### src/sv/etcc_pkg.sv
// shared types, request codes and constants for the edge table block
package etcc_pkg;

    // request codes
    localparam logic [2:0] REQ_ADD       = 3'd0;
    localparam logic [2:0] REQ_REM_EDGE  = 3'd1;
    localparam logic [2:0] REQ_REM_NODE  = 3'd2;
    localparam logic [2:0] REQ_CONTRACT  = 3'd3;
    localparam logic [2:0] REQ_READ_EDGE = 3'd4;
    localparam logic [2:0] REQ_READ_NODE = 3'd5;
    localparam logic [2:0] REQ_CHECK     = 3'd6;
    // unused code, always ignored
    localparam logic [2:0] REQ_BAD       = 3'd7;

    // node slots; node fields are 6 bits wide
    localparam int MAX_NODES = 64;
    localparam int CFG_W = 7;
    localparam logic [16:0] PROB_ONE = 17'h10000;
    localparam logic [CFG_W-1:0] CFG_RESET = 7'd64;

    // request word
    typedef struct packed {
        logic [2:0]  req_type;
        logic [5:0]  node_a;
        logic [5:0]  node_b;
        logic [16:0] edge_prob_in;
    } t_req;

    // result word
    typedef struct packed {
        logic [16:0] edge_prob_out;
        logic [5:0]  node_degree_out;
        logic        node_present;
        logic        graph_connected;
        logic [6:0]  present_count;
        logic        status;
    } t_result;

    typedef enum logic [5:0] {
        S_CLEAR, S_IDLE, S_DISP,
        S_ADD_RD, S_ADD_CHK, S_ADD_MRG, S_RA_RD, S_RA_WR, S_RX_RD, S_RX_WR,
        S_RE_RD, S_RE_CHK, S_LA_RD, S_LA_WR, S_LB_RD, S_LB_WR,
        S_RN_RD, S_RN_CHK, S_RN_LRD, S_RN_LWR, S_RN_STEP, S_RN_IRD, S_RN_IWR,
        S_CN_RD, S_CN_CHK, S_CN_STEP,
        S_RDE_A, S_RDE_B, S_RDE_FIN, S_RDN_RD, S_RDN_FIN,
        S_CK_FRD, S_CK_FCHK, S_CK_POP, S_CK_POPW, S_CK_NRD, S_CK_NCHK,
        S_CK_PUSH2, S_CK_SCAN, S_CK_SCHK,
        S_DONE
    } t_state;

    // edge table address: pair a-b, pivot-j, a-j
    typedef enum logic [1:0] {EA_AB, EA_PJ, EA_AJ} t_eaddr;
    // edge table write data
    typedef enum logic [1:0] {EW_ZERO, EW_PROB, EW_MERGE} t_ewdata;
    // node info address
    typedef enum logic [1:0] {IA_A, IA_B, IA_J, IA_PIV} t_iaddr;
    // node info write data
    typedef enum logic [1:0] {IW_RAISE, IW_LOWER, IW_ZERO} t_iwdata;
    // pivot load source
    typedef enum logic [1:0] {PV_HOLD, PV_A, PV_B, PV_STK} t_piv;

    // controller to datapath commands
    typedef struct packed {
        logic    clr;
        logic    ld_req;
        logic    e_rd;
        logic    e_wr;
        t_eaddr  e_asel;
        t_ewdata e_wsel;
        logic    mul_ld;
        logic    p_from_e;
        logic    i_rd;
        logic    i_wr;
        t_iaddr  i_asel;
        t_iwdata i_wsel;
        logic    pt_dec;
        logic    j_clr;
        logic    j_inc;
        t_piv    piv_sel;
        logic    seen_clr;
        logic    seen_set;
        logic    sp_clr;
        logic    s_wr;
        logic    s_wsel_j;
        logic    s_pop;
        logic    flag_ld;
        logic    res_status;
        logic    res_prob;
        logic    res_node;
        logic    res_conn;
        logic    conn_val;
    } t_cmd;

    // datapath to controller status
    typedef struct packed {
        logic [2:0] req;
        logic pair_ok;
        logic a_ok;
        logic e_nz;
        logic i_nz;
        logic i_gt1;
        logic p_nz;
        logic pt_zero;
        logic j_eq_piv;
        logic j_last;
        logic j_lt_n;
        logic j_ok_add;
        logic j_seen;
        logic sp_zero;
        logic sp_room;
        logic clr_last;
    } t_stat;

endpackage

### src/sv/etcc_ctrl.sv
// controller: request sequencer state machine
module etcc_ctrl (
    input  logic             i_clk,
    input  logic             i_rst_n,
    input  logic             i_start,
    input  etcc_pkg::t_stat  i_stat,
    output etcc_pkg::t_cmd   o_cmd,
    output logic             o_busy,
    output logic             o_strobe
);
    etcc_pkg::t_state r_state, n_state;
    logic             r_con, n_con;
    etcc_pkg::t_eaddr add_asel;
    etcc_pkg::t_iaddr add_xsel;
    etcc_pkg::t_state add_ret;

    // state register
    always_ff @(posedge i_clk) begin
        if (!i_rst_n) begin
            r_state <= etcc_pkg::S_CLEAR;
            r_con   <= 1'b0;
        end else begin
            r_state <= n_state;
            r_con   <= n_con;
        end
    end

    // add edge targets a-b normally, a-j while contracting
    assign add_asel = r_con ? etcc_pkg::EA_AJ : etcc_pkg::EA_AB;
    assign add_xsel = r_con ? etcc_pkg::IA_J : etcc_pkg::IA_B;
    assign add_ret  = r_con ? etcc_pkg::S_CN_STEP : etcc_pkg::S_DONE;

    // next state and commands
    always_comb begin
        n_state  = r_state;
        n_con    = r_con;
        o_cmd    = '0;
        o_busy   = (r_state != etcc_pkg::S_IDLE);
        o_strobe = 1'b0;
        case (r_state)
            etcc_pkg::S_CLEAR: begin
                o_cmd.clr = 1'b1;
                if (i_stat.clr_last) n_state = etcc_pkg::S_IDLE;
            end
            etcc_pkg::S_IDLE: begin
                if (i_start) begin
                    o_cmd.ld_req = 1'b1;
                    n_con = 1'b0;
                    n_state = etcc_pkg::S_DISP;
                end
            end
            etcc_pkg::S_DISP: begin
                case (i_stat.req)
                    etcc_pkg::REQ_ADD: begin
                        if (i_stat.pair_ok) n_state = etcc_pkg::S_ADD_RD;
                        else begin
                            o_cmd.res_status = 1'b1;
                            n_state = etcc_pkg::S_DONE;
                        end
                    end
                    etcc_pkg::REQ_REM_EDGE: begin
                        if (i_stat.pair_ok) n_state = etcc_pkg::S_RE_RD;
                        else begin
                            o_cmd.res_status = 1'b1;
                            n_state = etcc_pkg::S_DONE;
                        end
                    end
                    etcc_pkg::REQ_REM_NODE: begin
                        if (i_stat.a_ok) begin
                            o_cmd.piv_sel = etcc_pkg::PV_A;
                            o_cmd.j_clr = 1'b1;
                            n_state = etcc_pkg::S_RN_RD;
                        end else begin
                            o_cmd.res_status = 1'b1;
                            n_state = etcc_pkg::S_DONE;
                        end
                    end
                    etcc_pkg::REQ_CONTRACT: begin
                        if (i_stat.pair_ok) begin
                            o_cmd.piv_sel = etcc_pkg::PV_B;
                            o_cmd.j_clr = 1'b1;
                            n_con = 1'b1;
                            n_state = etcc_pkg::S_CN_RD;
                        end else begin
                            o_cmd.res_status = 1'b1;
                            n_state = etcc_pkg::S_DONE;
                        end
                    end
                    etcc_pkg::REQ_READ_EDGE: begin
                        if (i_stat.pair_ok) n_state = etcc_pkg::S_RDE_A;
                        else begin
                            o_cmd.res_status = 1'b1;
                            n_state = etcc_pkg::S_DONE;
                        end
                    end
                    etcc_pkg::REQ_READ_NODE: begin
                        if (i_stat.a_ok) n_state = etcc_pkg::S_RDN_RD;
                        else begin
                            o_cmd.res_status = 1'b1;
                            n_state = etcc_pkg::S_DONE;
                        end
                    end
                    etcc_pkg::REQ_CHECK: begin
                        if (i_stat.pt_zero) begin
                            o_cmd.res_conn = 1'b1;
                            o_cmd.conn_val = 1'b1;
                            n_state = etcc_pkg::S_DONE;
                        end else begin
                            o_cmd.j_clr = 1'b1;
                            o_cmd.seen_clr = 1'b1;
                            o_cmd.sp_clr = 1'b1;
                            n_state = etcc_pkg::S_CK_FRD;
                        end
                    end
                    default: begin
                        o_cmd.res_status = 1'b1;
                        n_state = etcc_pkg::S_DONE;
                    end
                endcase
            end
            // add edge, merging into an existing one if present
            etcc_pkg::S_ADD_RD: begin
                o_cmd.e_rd = 1'b1;
                o_cmd.e_asel = add_asel;
                n_state = etcc_pkg::S_ADD_CHK;
            end
            etcc_pkg::S_ADD_CHK: begin
                if (i_stat.e_nz) begin
                    o_cmd.mul_ld = 1'b1;
                    n_state = etcc_pkg::S_ADD_MRG;
                end else if (i_stat.p_nz) begin
                    o_cmd.e_wr = 1'b1;
                    o_cmd.e_asel = add_asel;
                    o_cmd.e_wsel = etcc_pkg::EW_PROB;
                    n_state = etcc_pkg::S_RA_RD;
                end else begin
                    n_state = add_ret;
                end
            end
            etcc_pkg::S_ADD_MRG: begin
                o_cmd.e_wr = 1'b1;
                o_cmd.e_asel = add_asel;
                o_cmd.e_wsel = etcc_pkg::EW_MERGE;
                n_state = add_ret;
            end
            etcc_pkg::S_RA_RD: begin
                o_cmd.i_rd = 1'b1;
                o_cmd.i_asel = etcc_pkg::IA_A;
                n_state = etcc_pkg::S_RA_WR;
            end
            etcc_pkg::S_RA_WR: begin
                o_cmd.i_wr = 1'b1;
                o_cmd.i_asel = etcc_pkg::IA_A;
                o_cmd.i_wsel = etcc_pkg::IW_RAISE;
                n_state = etcc_pkg::S_RX_RD;
            end
            etcc_pkg::S_RX_RD: begin
                o_cmd.i_rd = 1'b1;
                o_cmd.i_asel = add_xsel;
                n_state = etcc_pkg::S_RX_WR;
            end
            etcc_pkg::S_RX_WR: begin
                o_cmd.i_wr = 1'b1;
                o_cmd.i_asel = add_xsel;
                o_cmd.i_wsel = etcc_pkg::IW_RAISE;
                n_state = add_ret;
            end
            // remove edge
            etcc_pkg::S_RE_RD: begin
                o_cmd.e_rd = 1'b1;
                o_cmd.e_asel = etcc_pkg::EA_AB;
                n_state = etcc_pkg::S_RE_CHK;
            end
            etcc_pkg::S_RE_CHK: begin
                if (i_stat.e_nz) begin
                    o_cmd.e_wr = 1'b1;
                    o_cmd.e_asel = etcc_pkg::EA_AB;
                    o_cmd.e_wsel = etcc_pkg::EW_ZERO;
                    n_state = etcc_pkg::S_LA_RD;
                end else begin
                    n_state = etcc_pkg::S_DONE;
                end
            end
            etcc_pkg::S_LA_RD: begin
                o_cmd.i_rd = 1'b1;
                o_cmd.i_asel = etcc_pkg::IA_A;
                n_state = etcc_pkg::S_LA_WR;
            end
            etcc_pkg::S_LA_WR: begin
                o_cmd.i_wr = 1'b1;
                o_cmd.i_asel = etcc_pkg::IA_A;
                o_cmd.i_wsel = etcc_pkg::IW_LOWER;
                n_state = etcc_pkg::S_LB_RD;
            end
            etcc_pkg::S_LB_RD: begin
                o_cmd.i_rd = 1'b1;
                o_cmd.i_asel = etcc_pkg::IA_B;
                n_state = etcc_pkg::S_LB_WR;
            end
            etcc_pkg::S_LB_WR: begin
                o_cmd.i_wr = 1'b1;
                o_cmd.i_asel = etcc_pkg::IA_B;
                o_cmd.i_wsel = etcc_pkg::IW_LOWER;
                n_state = etcc_pkg::S_DONE;
            end
            // remove pivot node: clear its row, then its info word
            etcc_pkg::S_RN_RD: begin
                if (i_stat.j_eq_piv) n_state = etcc_pkg::S_RN_STEP;
                else begin
                    o_cmd.e_rd = 1'b1;
                    o_cmd.e_asel = etcc_pkg::EA_PJ;
                    n_state = etcc_pkg::S_RN_CHK;
                end
            end
            etcc_pkg::S_RN_CHK: begin
                if (i_stat.e_nz) begin
                    o_cmd.e_wr = 1'b1;
                    o_cmd.e_asel = etcc_pkg::EA_PJ;
                    o_cmd.e_wsel = etcc_pkg::EW_ZERO;
                    n_state = etcc_pkg::S_RN_LRD;
                end else begin
                    n_state = etcc_pkg::S_RN_STEP;
                end
            end
            etcc_pkg::S_RN_LRD: begin
                o_cmd.i_rd = 1'b1;
                o_cmd.i_asel = etcc_pkg::IA_J;
                n_state = etcc_pkg::S_RN_LWR;
            end
            etcc_pkg::S_RN_LWR: begin
                o_cmd.i_wr = 1'b1;
                o_cmd.i_asel = etcc_pkg::IA_J;
                o_cmd.i_wsel = etcc_pkg::IW_LOWER;
                n_state = etcc_pkg::S_RN_STEP;
            end
            etcc_pkg::S_RN_STEP: begin
                if (i_stat.j_last) n_state = etcc_pkg::S_RN_IRD;
                else begin
                    o_cmd.j_inc = 1'b1;
                    n_state = etcc_pkg::S_RN_RD;
                end
            end
            etcc_pkg::S_RN_IRD: begin
                o_cmd.i_rd = 1'b1;
                o_cmd.i_asel = etcc_pkg::IA_PIV;
                n_state = etcc_pkg::S_RN_IWR;
            end
            etcc_pkg::S_RN_IWR: begin
                o_cmd.i_wr = 1'b1;
                o_cmd.i_asel = etcc_pkg::IA_PIV;
                o_cmd.i_wsel = etcc_pkg::IW_ZERO;
                o_cmd.pt_dec = 1'b1;
                n_state = etcc_pkg::S_DONE;
            end
            // contraction: fold row of b into a, then remove b
            etcc_pkg::S_CN_RD: begin
                if (i_stat.j_eq_piv) n_state = etcc_pkg::S_CN_STEP;
                else begin
                    o_cmd.e_rd = 1'b1;
                    o_cmd.e_asel = etcc_pkg::EA_PJ;
                    n_state = etcc_pkg::S_CN_CHK;
                end
            end
            etcc_pkg::S_CN_CHK: begin
                if (i_stat.e_nz && i_stat.j_ok_add) begin
                    o_cmd.p_from_e = 1'b1;
                    n_state = etcc_pkg::S_ADD_RD;
                end else begin
                    n_state = etcc_pkg::S_CN_STEP;
                end
            end
            etcc_pkg::S_CN_STEP: begin
                if (i_stat.j_last) begin
                    o_cmd.j_clr = 1'b1;
                    n_con = 1'b0;
                    n_state = etcc_pkg::S_RN_RD;
                end else begin
                    o_cmd.j_inc = 1'b1;
                    n_state = etcc_pkg::S_CN_RD;
                end
            end
            // read edge
            etcc_pkg::S_RDE_A: begin
                o_cmd.i_rd = 1'b1;
                o_cmd.i_asel = etcc_pkg::IA_A;
                n_state = etcc_pkg::S_RDE_B;
            end
            etcc_pkg::S_RDE_B: begin
                o_cmd.flag_ld = 1'b1;
                o_cmd.i_rd = 1'b1;
                o_cmd.i_asel = etcc_pkg::IA_B;
                o_cmd.e_rd = 1'b1;
                o_cmd.e_asel = etcc_pkg::EA_AB;
                n_state = etcc_pkg::S_RDE_FIN;
            end
            etcc_pkg::S_RDE_FIN: begin
                o_cmd.res_prob = 1'b1;
                n_state = etcc_pkg::S_DONE;
            end
            // read node
            etcc_pkg::S_RDN_RD: begin
                o_cmd.i_rd = 1'b1;
                o_cmd.i_asel = etcc_pkg::IA_A;
                n_state = etcc_pkg::S_RDN_FIN;
            end
            etcc_pkg::S_RDN_FIN: begin
                o_cmd.res_node = 1'b1;
                n_state = etcc_pkg::S_DONE;
            end
            // connectivity: find lowest present node
            etcc_pkg::S_CK_FRD: begin
                if (!i_stat.j_lt_n) begin
                    o_cmd.j_clr = 1'b1;
                    n_state = etcc_pkg::S_CK_SCAN;
                end else begin
                    o_cmd.i_rd = 1'b1;
                    o_cmd.i_asel = etcc_pkg::IA_J;
                    n_state = etcc_pkg::S_CK_FCHK;
                end
            end
            etcc_pkg::S_CK_FCHK: begin
                if (i_stat.i_nz) begin
                    o_cmd.seen_set = 1'b1;
                    o_cmd.s_wr = 1'b1;
                    o_cmd.s_wsel_j = 1'b1;
                    n_state = etcc_pkg::S_CK_POP;
                end else begin
                    o_cmd.j_inc = 1'b1;
                    n_state = etcc_pkg::S_CK_FRD;
                end
            end
            // depth-first walk
            etcc_pkg::S_CK_POP: begin
                if (i_stat.sp_zero) begin
                    o_cmd.j_clr = 1'b1;
                    n_state = etcc_pkg::S_CK_SCAN;
                end else begin
                    o_cmd.s_pop = 1'b1;
                    n_state = etcc_pkg::S_CK_POPW;
                end
            end
            etcc_pkg::S_CK_POPW: begin
                o_cmd.piv_sel = etcc_pkg::PV_STK;
                o_cmd.j_clr = 1'b1;
                n_state = etcc_pkg::S_CK_NRD;
            end
            etcc_pkg::S_CK_NRD: begin
                if (!i_stat.j_lt_n) n_state = etcc_pkg::S_CK_POP;
                else if (i_stat.j_eq_piv || i_stat.j_seen) o_cmd.j_inc = 1'b1;
                else begin
                    o_cmd.e_rd = 1'b1;
                    o_cmd.e_asel = etcc_pkg::EA_PJ;
                    n_state = etcc_pkg::S_CK_NCHK;
                end
            end
            etcc_pkg::S_CK_NCHK: begin
                if (i_stat.e_nz) begin
                    if (i_stat.sp_room) begin
                        o_cmd.seen_set = 1'b1;
                        o_cmd.s_wr = 1'b1;
                        n_state = etcc_pkg::S_CK_PUSH2;
                    end else begin
                        n_state = etcc_pkg::S_CK_POP;
                    end
                end else begin
                    o_cmd.j_inc = 1'b1;
                    n_state = etcc_pkg::S_CK_NRD;
                end
            end
            etcc_pkg::S_CK_PUSH2: begin
                o_cmd.s_wr = 1'b1;
                o_cmd.s_wsel_j = 1'b1;
                n_state = etcc_pkg::S_CK_POP;
            end
            // look for an unreached node with edges
            etcc_pkg::S_CK_SCAN: begin
                if (!i_stat.j_lt_n) begin
                    o_cmd.res_conn = 1'b1;
                    o_cmd.conn_val = 1'b1;
                    n_state = etcc_pkg::S_DONE;
                end else if (i_stat.j_seen) begin
                    o_cmd.j_inc = 1'b1;
                end else begin
                    o_cmd.i_rd = 1'b1;
                    o_cmd.i_asel = etcc_pkg::IA_J;
                    n_state = etcc_pkg::S_CK_SCHK;
                end
            end
            etcc_pkg::S_CK_SCHK: begin
                if (i_stat.i_gt1) begin
                    o_cmd.res_conn = 1'b1;
                    o_cmd.conn_val = 1'b0;
                    n_state = etcc_pkg::S_DONE;
                end else begin
                    o_cmd.j_inc = 1'b1;
                    n_state = etcc_pkg::S_CK_SCAN;
                end
            end
            etcc_pkg::S_DONE: begin
                o_strobe = 1'b1;
                n_state = etcc_pkg::S_IDLE;
            end
            default: begin
                n_state = etcc_pkg::S_IDLE;
            end
        endcase
    end

endmodule

### config.mk
export PLATFORM = sky130hd
export DESIGN_NAME = etcc_ctrl
export DESIGN_NICKNAME = d
export VERILOG_FILES = /design/src/sv/etcc_pkg.sv /design/src/sv/etcc_ctrl.sv
export SDC_FILE = /design/constraint.sdc
export NUM_CORES = 1
export LEC_CHECK = 0
export ABC_AREA = 1
export ABC_CLOCK_PERIOD_IN_PS = 1630
export BUFFER_PORTS_ARGS = -buffer_cell sky130_fd_sc_hd__buf_2
export CAP_MARGIN = 20
export CORE_AREA = 3 3 85 55
export DETAILED_ROUTE_END_ITERATION = 8
export DIE_AREA = 0 0 88 58
export PLACE_DENSITY_LB_ADDON = 0.05
export SLEW_MARGIN = 10
export SYNTH_ARGS = -nofsm -noshare
export SYNTH_HDL_FRONTEND = slang
export SYNTH_SLANG_ARGS = --single-unit
### constraint.sdc
create_clock -name i_clk -period 1.63 [get_ports i_clk]
set_input_delay 0.0815 -clock i_clk [delete_from_list [all_inputs] [get_ports i_clk]]
set_output_delay 0.0815 -clock i_clk [all_outputs]
set_load 0.01 [all_outputs]
* Yosys cells after proc, flatten, opt, wreduce, memory -nomap -nowiden *
Index checks and enable logic that the tools add are counted.

operators by class
  eq/ne operators = 54
  multiplexer cells = 115
  reductions and logical operators = 22

operators by type and width
  operator            count
  $pmux 6 s36         1
  $mux 6              18
  $eq 6x5->1 const B  16
  $eq 6x6->1 const B  9
  $mux 1              52
  $eq 6x4->1 const B  8
  $pmux 6 s7          1
  $mux 5              5
  $eq 6x3->1 const B  4
  $mux 3              8
  $pmux 2 s6          2
  $mux 2              11
  $pmux 1 s3          6
  $reduce_or 2->1     8
  $eq 6x2->1 const B  2
  $pmux 2 s2          3
  $eq 3x3->1 const B  3
  $reduce_or 3->1     3
  $reduce_or 9->1     1
  $ne 2x2->1 const B  4
  $pmux 2 s4          1
  $reduce_or 4->1     2
  $eq 3x2->1 const B  2
  $eq 6x1->1 const B  1
  18 further kinds    20

storage, ports and cells
  register bits = 7
  input bits = 21
  output and inout port bits = 35

* Longest topological paths before layout *
Gate-level depths: netlist (run 1).

  word-level depth = 4
  depth in mapped cells = 13
  depth with buffers taken out = 12

* Worst setup path after synthesis (run 1) *
No wires, ideal clock.

  kind = reg2reg
  start point = register r_state[0]
  end point = register r_con
  library setup time = 113 ps
  arrival time = 1503 ps
  path slack = 14 ps
  stages on the path, launching flop included = 11
  buffers on the path = 1
  period minus slack after synthesis = 1616 ps
  path through = dfxtp_1 clkbuf_2 inv_1 nor2_2 nand3_1 nand2_1 nor2_1 a211oi_2 nand2_1 nand2_1 nor2_1

between the ends
  word-level cells in the longest chain between the ends = 3

RTL lines
  element                                                    RTL line         RTL
  from (decl)                                                etcc_ctrl.sv:11  etcc_pkg::t_state r_state, n_state;
  from (signal assigned)                                     etcc_ctrl.sv:20  r_state <= etcc_pkg::S_CLEAR;
  from (signal assigned)                                     etcc_ctrl.sv:23  r_state <= n_state;
  $eq 6x2->1, or another cell as far along                   etcc_ctrl.sv:40  case (r_state)
  $ne 2x1->1 (no source line), or another cell as far along  --
  $reduce_and 5->1 (no source line)                          --
  to (signal assigned)                                       etcc_ctrl.sv:24  r_con <= n_con;
  to (decl)                                                  etcc_ctrl.sv:12  logic r_con, n_con;

Parallel ways exist; a longest one is shown, timed or not.
A chain may end at the register's enable or synchronous reset.

* Final worst setup path (run 1) *
  start point = register r_state[2]
  end point = register r_state[0]

between the ends
  word-level cells in the longest chain between the ends = 3

RTL lines
  element                                                         RTL line
  $eq 6x5->1, or another cell as far along                        etcc_ctrl.sv:40
  $reduce_or 4->1 (no source line), or another cell as far along  --
  $pmux 6 s36 / $reduce_and 4->1 (equally long branches)          --

Parallel ways exist; a longest one is shown, timed or not.

==> impl_metrics.csv, run 1 <==
group,metric,value,unit
status,status,"complete, but fails checks",
status,violations,"setup timing",
synthesis,ys_seq_elements,7,
worst_setup_path,endpoint_kind,"flip-flop",
clocking,clock-root-buffer,"clkbuf_8",
global_routing,grt_most_used_layer,"met2",
global_routing,grtUsageMet3,13.9,%
synthesis,syn_nets,394,
routing,num_vias,3563,
timing,post-route-worst-setup-slack,-0.203,ns
worst_setup_path,reg2reg_setup_slack,-0.20,ns
worst_setup_path,critPathKind,"reg -> reg",
synthesis,syn_inst,373,
timing,finalMaxSlewViolations,0,
power_and_ir_drop,ir_worst_vdd,1.37,mV
synthesis,synth_edf_count,0,
power_and_ir_drop,p_total,3.99,mW
clocking,htree_num_levels,1,
power_and_ir_drop,p_leak,2.02,nW
layout,drive_above_1_share,52.0,%
worst_setup_path,r2r_start,"r_state[2]",
clocking,cts_tree,"done",
die,ioPinCount,56,
global_routing,grt_first_pass_wirelength,14.0,mm
worst_setup_path,reg2reg_to,"r_state[0]",
placement,dp_slack,-0.192,ns
clocking,postCtsHoldBufs,0,
routing,dr.pass1.iters,9,
die,row_count,18,
die,core_region_area,3990,µm²
worst_setup_path,cp.required,1.76,ns
global_routing,grt_util_all_layers,35.7,%
timing,slew_headroom,67.2,%
synthesis,ys.flop_type,"dfxtp_1",
worst_setup_path,startpoint_type,"flip-flop",
timing,fin_crit,1.83,ns
worst_setup_path,critPathMaxFanout,4,
die,fp.dieH,58,µm
worst_setup_path,r2r.worst_path.cells,12,
global_routing,grt_remaining_overflow,0,
worst_hold_path,whs_path_depth,3,
routing,drt_iter0_markers,535,
synthesis,avgSynthCellArea,4.71,µm²
routing,wl_per_cell,19.6,µm
layout,area_delta_synth_final,97.8,%
timing,hold_viol,0,
clocking,path_clk_slew,0.05,ns
placement,numPortBuffers,55,
die,start_util,44.1,%
routing,drt_wl_total,11.1,mm
worst_hold_path,holdCritPathClass,"in -> reg",
timing,tightest_slew,0.487,ns
routing,ant_nets,0,
clocking,cts_made_buffers,3,
global_routing,use_met1,47.8,%
synthesis,synthArstFlopShare,0,%
global_routing,grt_pass1_vias,2862,
synthesis,syn_area,1760,µm²
global_routing,antenna_found_initial,0,
synthesis,synth.yosys.warnings,0,
power_and_ir_drop,p_per_area,1150,nW/µm²
synthesis,synth_cell_types,28,
timing,rsz0062_at_grt,"yes",
routing,viasPerCell,6.28,
worst_hold_path,hold_path_startpoint,"i_rst_n",
clocking,clock_path_buffers,2,
global_routing,use_met2,54.6,%
timing,skew,0.0123,ns
clocking,clock_latency,0.24,ns
worst_hold_path,hold_end,"r_state[5]",
layout,final_core_util,87.2,%
timing,max_freq,545,MHz
routing,drc,0,
synthesis,yosysSeqAreaShare,7.98,%
timing,fin_crit_sh,112,%
clocking,cts.sinks,7,
die,die-area,5100,µm²
timing,setup_viol,24,
placement,hpwlAfterDp,6.99,mm
global_routing,grt_max_degree,16,
die,die_x,88,µm
placement,routabilityCongestion,1.12,
layout,nets,539,
run,cap_violations,0,
worst_setup_path,worstPathArrival,1.96,ns
layout,diodes,0,
[timing repair]
| item | in CTS | in global routing |
|---|---|---|
| buffers inserted | 8 | 11 |
| endpoints found under the setup margin | 29 | 33 |
| cloned | 1 | 0 |
| resized for setup | 81 | 98 |
| pin swaps | 15 | 26 |
[per-stage QoR]
step / instances / TNS (ns) / hold slack (ns) / area, µm²
floorplan: 373 / 0 / 0.179 / 1760
global placement: 544 / -1.17 / 0.348 / 2630
detailed placement: 544 / -1.12 / 0.344 / 2630
CTS: 557 / -0.515 / 0.102 / 3020
global route: 567 / -4.05 / 0.118 / 3470
finish: 567 / -2.49 / 0.0953 / 3470
[cells in the final DEF, fill, tap and decap left out, types with 3 or more instances in the layout]
cell      count
a21oi_2       5
buf_12        3
buf_2        50
buf_4        68
buf_6        25
clkbuf_8      3
dfxtp_4       6
inv_1        37
inv_2         8
inv_4         7
nand2_1      89
nand2_2      21
nand2_4       4
nand3_1      31
nand3_2      16
nand3_4      11
nand4_1      11
nor2_1       57
nor2_2       13
nor2_4       17
o21ai_0       7
o21ai_1       3
[worst max-delay path, cell delays in order (launching register included)]
cell	delay (ns)
dfxtp_4	0.35
buf_4	0.17
nor2_4	0.23
nand3_2	0.21
buf_4	0.18
nand2_1	0.08
nor2_1	0.05
nand2_1	0.06
nor2_1	0.05
nand3_1	0.10
nand2_1	0.07
nor2_1	0.12
nor2_1	0.06
[cell families (layout without fill, tap and decap cells)]
| kind of cell | count (synthesis) | count (layout) | synth area share [%] |
|---|---|---|---|
| AND/OR/NAND/NOR | 276 | 276 | 67.9 |
| AO/OA/AOI/OAI | 30 | 30 | 10.4 |
| buffers and inverters | 60 | 204 | 13.7 |
| flip-flops | 7 | 7 | 7.98 |
[flip-flops by register name, indices dropped and copies added, names as in the netlist]
name	count
r_state	6
r_con	1
[Yosys cell counts (3+ instances only)]
cell type  number  share of area [%]
a21oi_1         7                2.0
buf_2           3               0.85
buf_4           3                1.3
dfxtp_1         7                8.0
inv_1          48                 10
inv_2           4               0.85
nand2_1       114                 24
nand3_1        57                 16
nand4_1        11                3.9
nor2_1         79                 17
nor2_2          4                1.4
nor2_4          4                2.6
nor3_1          3               0.85
o21ai_0        12                3.4
[worst max path at each step]
stage | slack [ns] | endpoint | depth (start not counted) | startpoint
finish | -0.20 | r_state[0] | 12 | r_state[2]
floorplan | 0.01 | r_con | 10 | r_state[0]
detailed placement | -0.19 | r_state[2] | 11 | r_state[0]
global placement | -0.20 | r_state[2] | 11 | r_state[0]
CTS | -0.08 | o_cmd[20] | 9 | r_state[0]
global route | -0.29 | r_state[0] | 14 | r_state[0]
[report_power, final]
| group | total (mW) | internal, mW | switching [mW] |
|---|---|---|---|
| registers | 0.427 | 0.264 | 0.163 |
| logic | 3.30 | 1.31 | 1.99 |
| clock network | 0.267 | 0.171 | 0.0962 |
[per-layer routing]
metal  vias up  share of wire (%)
met3       114                 17
met1      1559                 35
met4         0                7.1
met5         -                  0
li1       1499                  -
met2       391                 41
[layout make-up]
| type | count | area, µm² |
|---|---|---|
| Tap cell | 50 | 62.6 |
| Multi-Input combinational cell | 306 | 1870 |
| Sequential cell | 7 | 163 |
| Clock buffer | 4 | 45.0 |
| Inverter | 52 | 213 |
| Fill cell | 210 | 512 |
| Timing Repair Buffer | 148 | 1120 |
Power figures use the tool's default switching activity.
==> inputs of run 2 (changes only) <==
--- a/config.mk
+++ b/config.mk
@@ -6,12 +6,13 @@
 export NUM_CORES = 1
 export LEC_CHECK = 0
 export ABC_AREA = 1
-export ABC_CLOCK_PERIOD_IN_PS = 1630
+export ABC_CLOCK_PERIOD_IN_PS = 1850
 export BUFFER_PORTS_ARGS = -buffer_cell sky130_fd_sc_hd__buf_2
 export CAP_MARGIN = 20
 export CORE_AREA = 3 3 85 55
 export DETAILED_ROUTE_END_ITERATION = 8
 export DIE_AREA = 0 0 88 58
+export GPL_TIMING_DRIVEN = 1
 export PLACE_DENSITY_LB_ADDON = 0.05
 export SLEW_MARGIN = 10
 export SYNTH_ARGS = -nofsm -noshare
==> constraint.sdc (replaced) <==
create_clock -name i_clk -period 1.85 [get_ports i_clk]
set_input_delay 0.0925 -clock i_clk [delete_from_list [all_inputs] [get_ports i_clk]]
set_output_delay 0.0925 -clock i_clk [all_outputs]
set_load 0.01 [all_outputs]
==> run 2 against run 1 <==
Flip-flop and latch count stayed put. The flow now finishes without violations. Register-to-register slack better by 0.25 ns. Die area stayed put. Critical endpoint is now o_cmd[22]. Critical path depth is 3 lower. Non-clock buffer count is 66 lower. Count of clock-buffer cells in the layout stayed put. Sequential power is 27% lower. Wire length is 28% lower. First-iteration DRC count is 36% lower. Design area is 30% lower.
==> impl_metrics.csv, run 2 (same netlist as run 1, synthesis figures left out) <==
group,metric,value,unit
timing,rsz0062_at_grt,"yes",
global_routing,antenna_found_initial,0,
die,die_x,88,µm
worst_setup_path,slowest_stage,"dfxtp_4",
worst_setup_path,cp_top_family,"simple AND/OR/NAND/NOR gates",
timing,skew,0.00106,ns
worst_setup_path,critPathMaxStageDelay,0.37,ns
layout,drive_above_1_share,27.3,%
layout,regMostFlops,"r_state",
routing,ant_nets,0,
die,die-area,5100,µm²
die,start_util,44.1,%
timing,slew_headroom,76.1,%
layout,nets,473,
worst_setup_path,critPathMaxFanout,7,
clocking,htree_num_levels,1,
global_routing,grt_most_used_layer,"met1",
timing,hold_viol,0,
timing,tightest_slew,0.355,ns
layout,final_core_util,60.9,%
die,core_region_area,3990,µm²
layout,diodes,0,
layout,final_common_cell,"nand2_1",
layout,multi_input_area,1440,µm²
worst_setup_path,cp.required,1.76,ns
run,cap_violations,0,
clocking,cts_tree,"done",
layout,area_delta_synth_final,38.1,%
routing,wl_per_cell,16.0,µm
placement,routabilityCongestion,1.10,
global_routing,grt_first_pass_wirelength,12.4,mm
timing,whs,0.118,ns
timing,setup_viol,0,
worst_setup_path,r2r_start,"r_state[1]",
timing,fin_crit_sh,97.8,%
worst_setup_path,cp_cell_sequence,"nand2_2, inv_2, buf_4, nand3_1, buf_4, nand2_1, nor4_2, nand2_1, buf_2",
worst_setup_path,cp-startpoint,"r_state[0]",
power_and_ir_drop,ir_worst_vdd,0.992,mV
worst_setup_path,reg2reg_setup_slack,0.05,ns
global_routing,use_met2,43.8,%
clocking,cts_made_buffers,3,
worst_hold_path,whs_path_depth,3,
global_routing,grt_max_degree,20,
routing,dr.pass1.iters,5,
clocking,path_clk_slew,0.04,ns
global_routing,grt_pass1_vias,2435,
power_and_ir_drop,p_per_area,993,nW/µm²
layout,layout_common_cells,"nand2_1, nor2_1, buf_2",
worst_hold_path,hold_end,"r_state[5]",
placement,placed_area,2210,µm²
status,status,"completed",
routing,viasPerCell,5.78,
timing,max_freq,553,MHz
placement,place_inst,487,
layout,final_area,2430,µm²
clocking,clock_path_buffers,2,
global_routing,grt_util_all_layers,31.5,%
worst_setup_path,r2r.worst_path.cells,11,
placement,numPortBuffers,55,
clocking,clock-root-buffer,"clkbuf_8",
worst_setup_path,endpoint_kind,"primary output",
placement,hpwlAfterDp,6.51,mm
routing,drt_iter0_markers,345,
global_routing,grt_remaining_overflow,0,
worst_setup_path,cp_num_cells,9,
clocking,cts.sinks,7,
worst_setup_path,critPathBufInv,4,
worst_setup_path,worstPathArrival,1.72,ns
clocking,clock_latency,0.23,ns
die,fp.dieH,58,µm
layout,seq_area,150,µm²
timing,fin_crit,1.81,ns
layout,largest_register_ffs,6,
worst_hold_path,holdCritPathClass,"in -> reg",
global_routing,use_met1,46.5,%
timing,finalMaxSlewViolations,0,
clocking,postCtsHoldBufs,0,
routing,drc,0,
routing,drt_wl_total,8.00,mm
worst_setup_path,reg2reg_to,"r_state[2]",
die,row_count,18,
layout,top_regs,"r_state (6), r_con (1)",
worst_setup_path,critPathKind,"reg -> out",
layout,n_fill_cell,416,
routing,num_vias,2898,
power_and_ir_drop,p_leak,1.61,nW
layout,stdcell_count,501,
worst_setup_path,startpoint_type,"flip-flop",
global_routing,grtUsageMet3,11.4,%
worst_hold_path,hold_path_startpoint,"i_rst_n",
die,ioPinCount,56,
## run 2: cell types whose count changed in the layout (fill, tap and decap cells not counted), sizes merged
cell and change:
buf -65, clkbuf -1
## run 2: timing repair
action,CTS,global route
gates resized for setup,7,20
hold endpoints to repair,0,0
setup buffers,4,6
pin swaps,2,3
cloned,0,0
endpoints found under the setup margin,8,20
## run 2: per-stage QoR
stage	power, mW	TNS, ns	setup WS [ns]
after floorplan	1.30	0	0.234
after global placement	1.96	-0.0122	-0.0122
after detailed placement	1.97	0	0.00454
after CTS	2.27	0	0.0123
after global routing	2.58	-0.0865	-0.0433
final	2.41	0	0.0411
## run 2: how the worst max path moves through the flow
stage                 endpoint  slack (ns)
CTS                  o_cmd[22]        0.01
detailed placement  r_state[4]       0.005
global route         o_cmd[22]       -0.04
global placement    r_state[1]       -0.01
floorplan                r_con        0.23
finish               o_cmd[22]        0.04
## run 2: layer usage
metal / part of all wire [%] / wire [µm] / vias up
li1: - / - / 1358
met3: 15 / 1210 / 27
met1: 44 / 3530 / 1269
met4: 1.9 / 153 / 0
met2: 39 / 3100 / 244
met5: 0 / 0 / -
## run 2: layout make-up
cell class	count	share of cell area, %
sequential	7	6.19
timing repair buffer	82	21.8
inverter	52	8.15
tap	50	2.58
clock buffer	4	1.86
multi-input combinational	306	59.5
## run 2: where the power goes
| part | total, mW | leakage, nW | switching (mW) | internal (mW) |
|---|---|---|---|---|
| registers | 0.312 | 0.0600 | 0.0900 | 0.222 |
| clock network | 0.219 | 0.0228 | 0.0693 | 0.149 |
| logic | 1.88 | 1.53 | 1.19 | 0.691 |
## run 2: tightest hold or removal path, stage by stage
cell and delay (ns):
buf_2 0.12, nand2_1 0.06, inv_1 0.04
==> inputs of run 3 (changes only) <==
--- a/config.mk
+++ b/config.mk
@@ -9,9 +9,9 @@
 export ABC_CLOCK_PERIOD_IN_PS = 1850
 export BUFFER_PORTS_ARGS = -buffer_cell sky130_fd_sc_hd__buf_2
 export CAP_MARGIN = 20
-export CORE_AREA = 3 3 85 55
+export CORE_AREA = 3 3 80 52
 export DETAILED_ROUTE_END_ITERATION = 8
-export DIE_AREA = 0 0 88 58
+export DIE_AREA = 0 0 83 55
 export GPL_TIMING_DRIVEN = 1
 export PLACE_DENSITY_LB_ADDON = 0.05
 export SLEW_MARGIN = 10
==> run 3 against run 2 <==
Sequential share of layout area decreased by 0.079 points. Setup slack improved by 0.0046 ns. Final cell count decreased by 0.40%. Fmax is 0.26% higher. Design area down 1.2%. Count of clock-buffer cells in the layout unchanged. Clock skew is essentially flat. Sequential power is 3% lower. Flip-flop and latch count stayed put. Utilization up 7.0 points. Critical endpoint is now o_cmd[14]. Largest cell class unchanged. Largest power group unchanged. Highest routed layer unchanged.
==> impl_metrics.csv, run 3 (same netlist as run 1, synthesis figures left out) <==
group,metric,value,unit
worst_setup_path,startpoint_type,"flip-flop",
clocking,clock_latency,0.23,ns
routing,num_vias,2875,
layout,diodes,0,
global_routing,antenna_found_initial,0,
die,core_region_area,3530,µm²
worst_setup_path,critPathMaxFanout,10,
worst_setup_path,cp_cell_sequence,"nor2_1, buf_4, nand3_1, nor2_1, nor2_1, nand4_1, buf_2",
layout,drive_above_1_share,25.9,%
timing,hold_viol,0,
global_routing,grt_pass1_vias,2386,
routing,viasPerCell,5.76,
placement,hpwlAfterDp,6.41,mm
die,row_count,17,
placement,numPortBuffers,55,
die,start_util,49.8,%
die,die_x,83,µm
placement,dp_slack,0.0307,ns
routing,dr.pass1.iters,6,
worst_hold_path,holdCritPathClass,"in -> reg",
layout,seq_area,146,µm²
worst_setup_path,critPathMaxStageDelay,0.36,ns
die,ioPinCount,56,
timing,setup_viol,0,
worst_setup_path,worstPathArrival,1.71,ns
layout,top_regs,"r_state (6), r_con (1)",
worst_setup_path,endpoint_kind,"primary output",
clocking,cts.sinks,7,
worst_setup_path,cp.required,1.76,ns
power_and_ir_drop,p_leak,1.61,nW
clocking,cts_made_buffers,3,
timing,finalMaxSlewViolations,0,
layout,final_common_cell,"nand2_1",
worst_setup_path,slowest_stage,"dfxtp_2",
clocking,cts_tree,"done",
routing,wl_per_cell,16.1,µm
clocking,htree_num_levels,1,
power_and_ir_drop,p_per_area,1010,nW/µm²
layout,multi_input_area,1410,µm²
layout,area_delta_synth_final,36.4,%
global_routing,grt_max_degree,20,
worst_setup_path,cpMostUsedCell,"nor2_1",
power_and_ir_drop,p_total,2.43,mW
placement,routabilityCongestion,1.03,
power_and_ir_drop,ir_worst_vdd,0.895,mV
run,cap_violations,0,
routing,ant_nets,0,
global_routing,grt_remaining_overflow,0,
layout,nets,474,
timing,slew_headroom,73.9,%
timing,fin_crit_sh,97.5,%
layout,layout_common_cells,"nand2_1, nor2_1, buf_2",
layout,n_fill_cell,363,
clocking,clock-root-buffer,"clkbuf_8",
status,status,"completed",
die,fp.dieH,55,µm
routing,drt_wl_total,8.02,mm
timing,skew,0.00122,ns
timing,rsz0062_at_grt,"yes",
routing,drc,0,
layout,largest_register_ffs,6,
worst_setup_path,critPathKind,"reg -> out",
clocking,clock_path_buffers,2,
timing,max_freq,554,MHz
clocking,path_clk_slew,0.04,ns
routing,drt_iter0_markers,426,
timing,post-route-worst-setup-slack,0.0457,ns
timing,finalSetupTns,0,ns
global_routing,grt_util_all_layers,33.7,%
global_routing,grt_first_pass_wirelength,12.0,mm
timing,fin_crit,1.80,ns
timing,tightest_slew,0.389,ns
die,die-area,4570,µm²
worst_setup_path,reg2reg_setup_slack,0.05,ns
layout,regMostFlops,"r_state",
[run 3: worst max-delay path, delay by kind of cell, from the launching register on]
family / cells / cell delay, ns
buffers and inverters: 2 / 0.35
flip-flops: 1 / 0.36
AND/OR/NAND/NOR: 5 / 0.78
[run 3: area by class of cell]
cell class / instances / area share (%)
clock buffer: 4 / 1.88
inverter: 52 / 8.36
multi-input combinational: 306 / 58.9
sequential: 7 / 6.11
tap: 47 / 2.45
timing repair buffer: 83 / 22.3
[run 3: repair_timing]
| action | CTS | global route |
|---|---|---|
| buffers inserted | 7 | 3 |
| hold buffers | 0 | 0 |
| setup endpoints to repair | 7 | 19 |
| gates resized for setup | 5 | 15 |
| pin swaps | 3 | 2 |
[run 3: worst paths after layout]
kind,from,end,depth (start not counted)
max,r_state[0],o_cmd[14],7
min,i_rst_n,r_state[5],3
max reg2reg,r_state[3],r_state[0],11
min reg2reg,r_state[0],r_state[0],2
[run 3: report_power, final]
group / leakage (nW) / switching (mW) / internal [mW] / total [mW]
logic: 1.52 / 1.21 / 0.699 / 1.90
registers: 0.0592 / 0.0865 / 0.217 / 0.303
clock network: 0.0228 / 0.0701 / 0.149 / 0.220
[run 3: per-stage QoR]
stage                     area [µm²]  utilization [%]  cells  hold WS [ns]
after floorplan                 1760                -    373         0.190
after detailed placement        2220             62.8    485         0.334
final                           2400             67.9    499         0.116
after global routing            2400             67.9    499         0.141
after CTS                       2330             66.1    496         0.104
after global placement          2220             62.8    485         0.352
[run 3: per-layer routing]
metal	track usage (%)	routed length (µm)
met1	46.5	3200
met2	51.6	3290
met3	11.5	1430
met4	5.98	101
met5	0	0
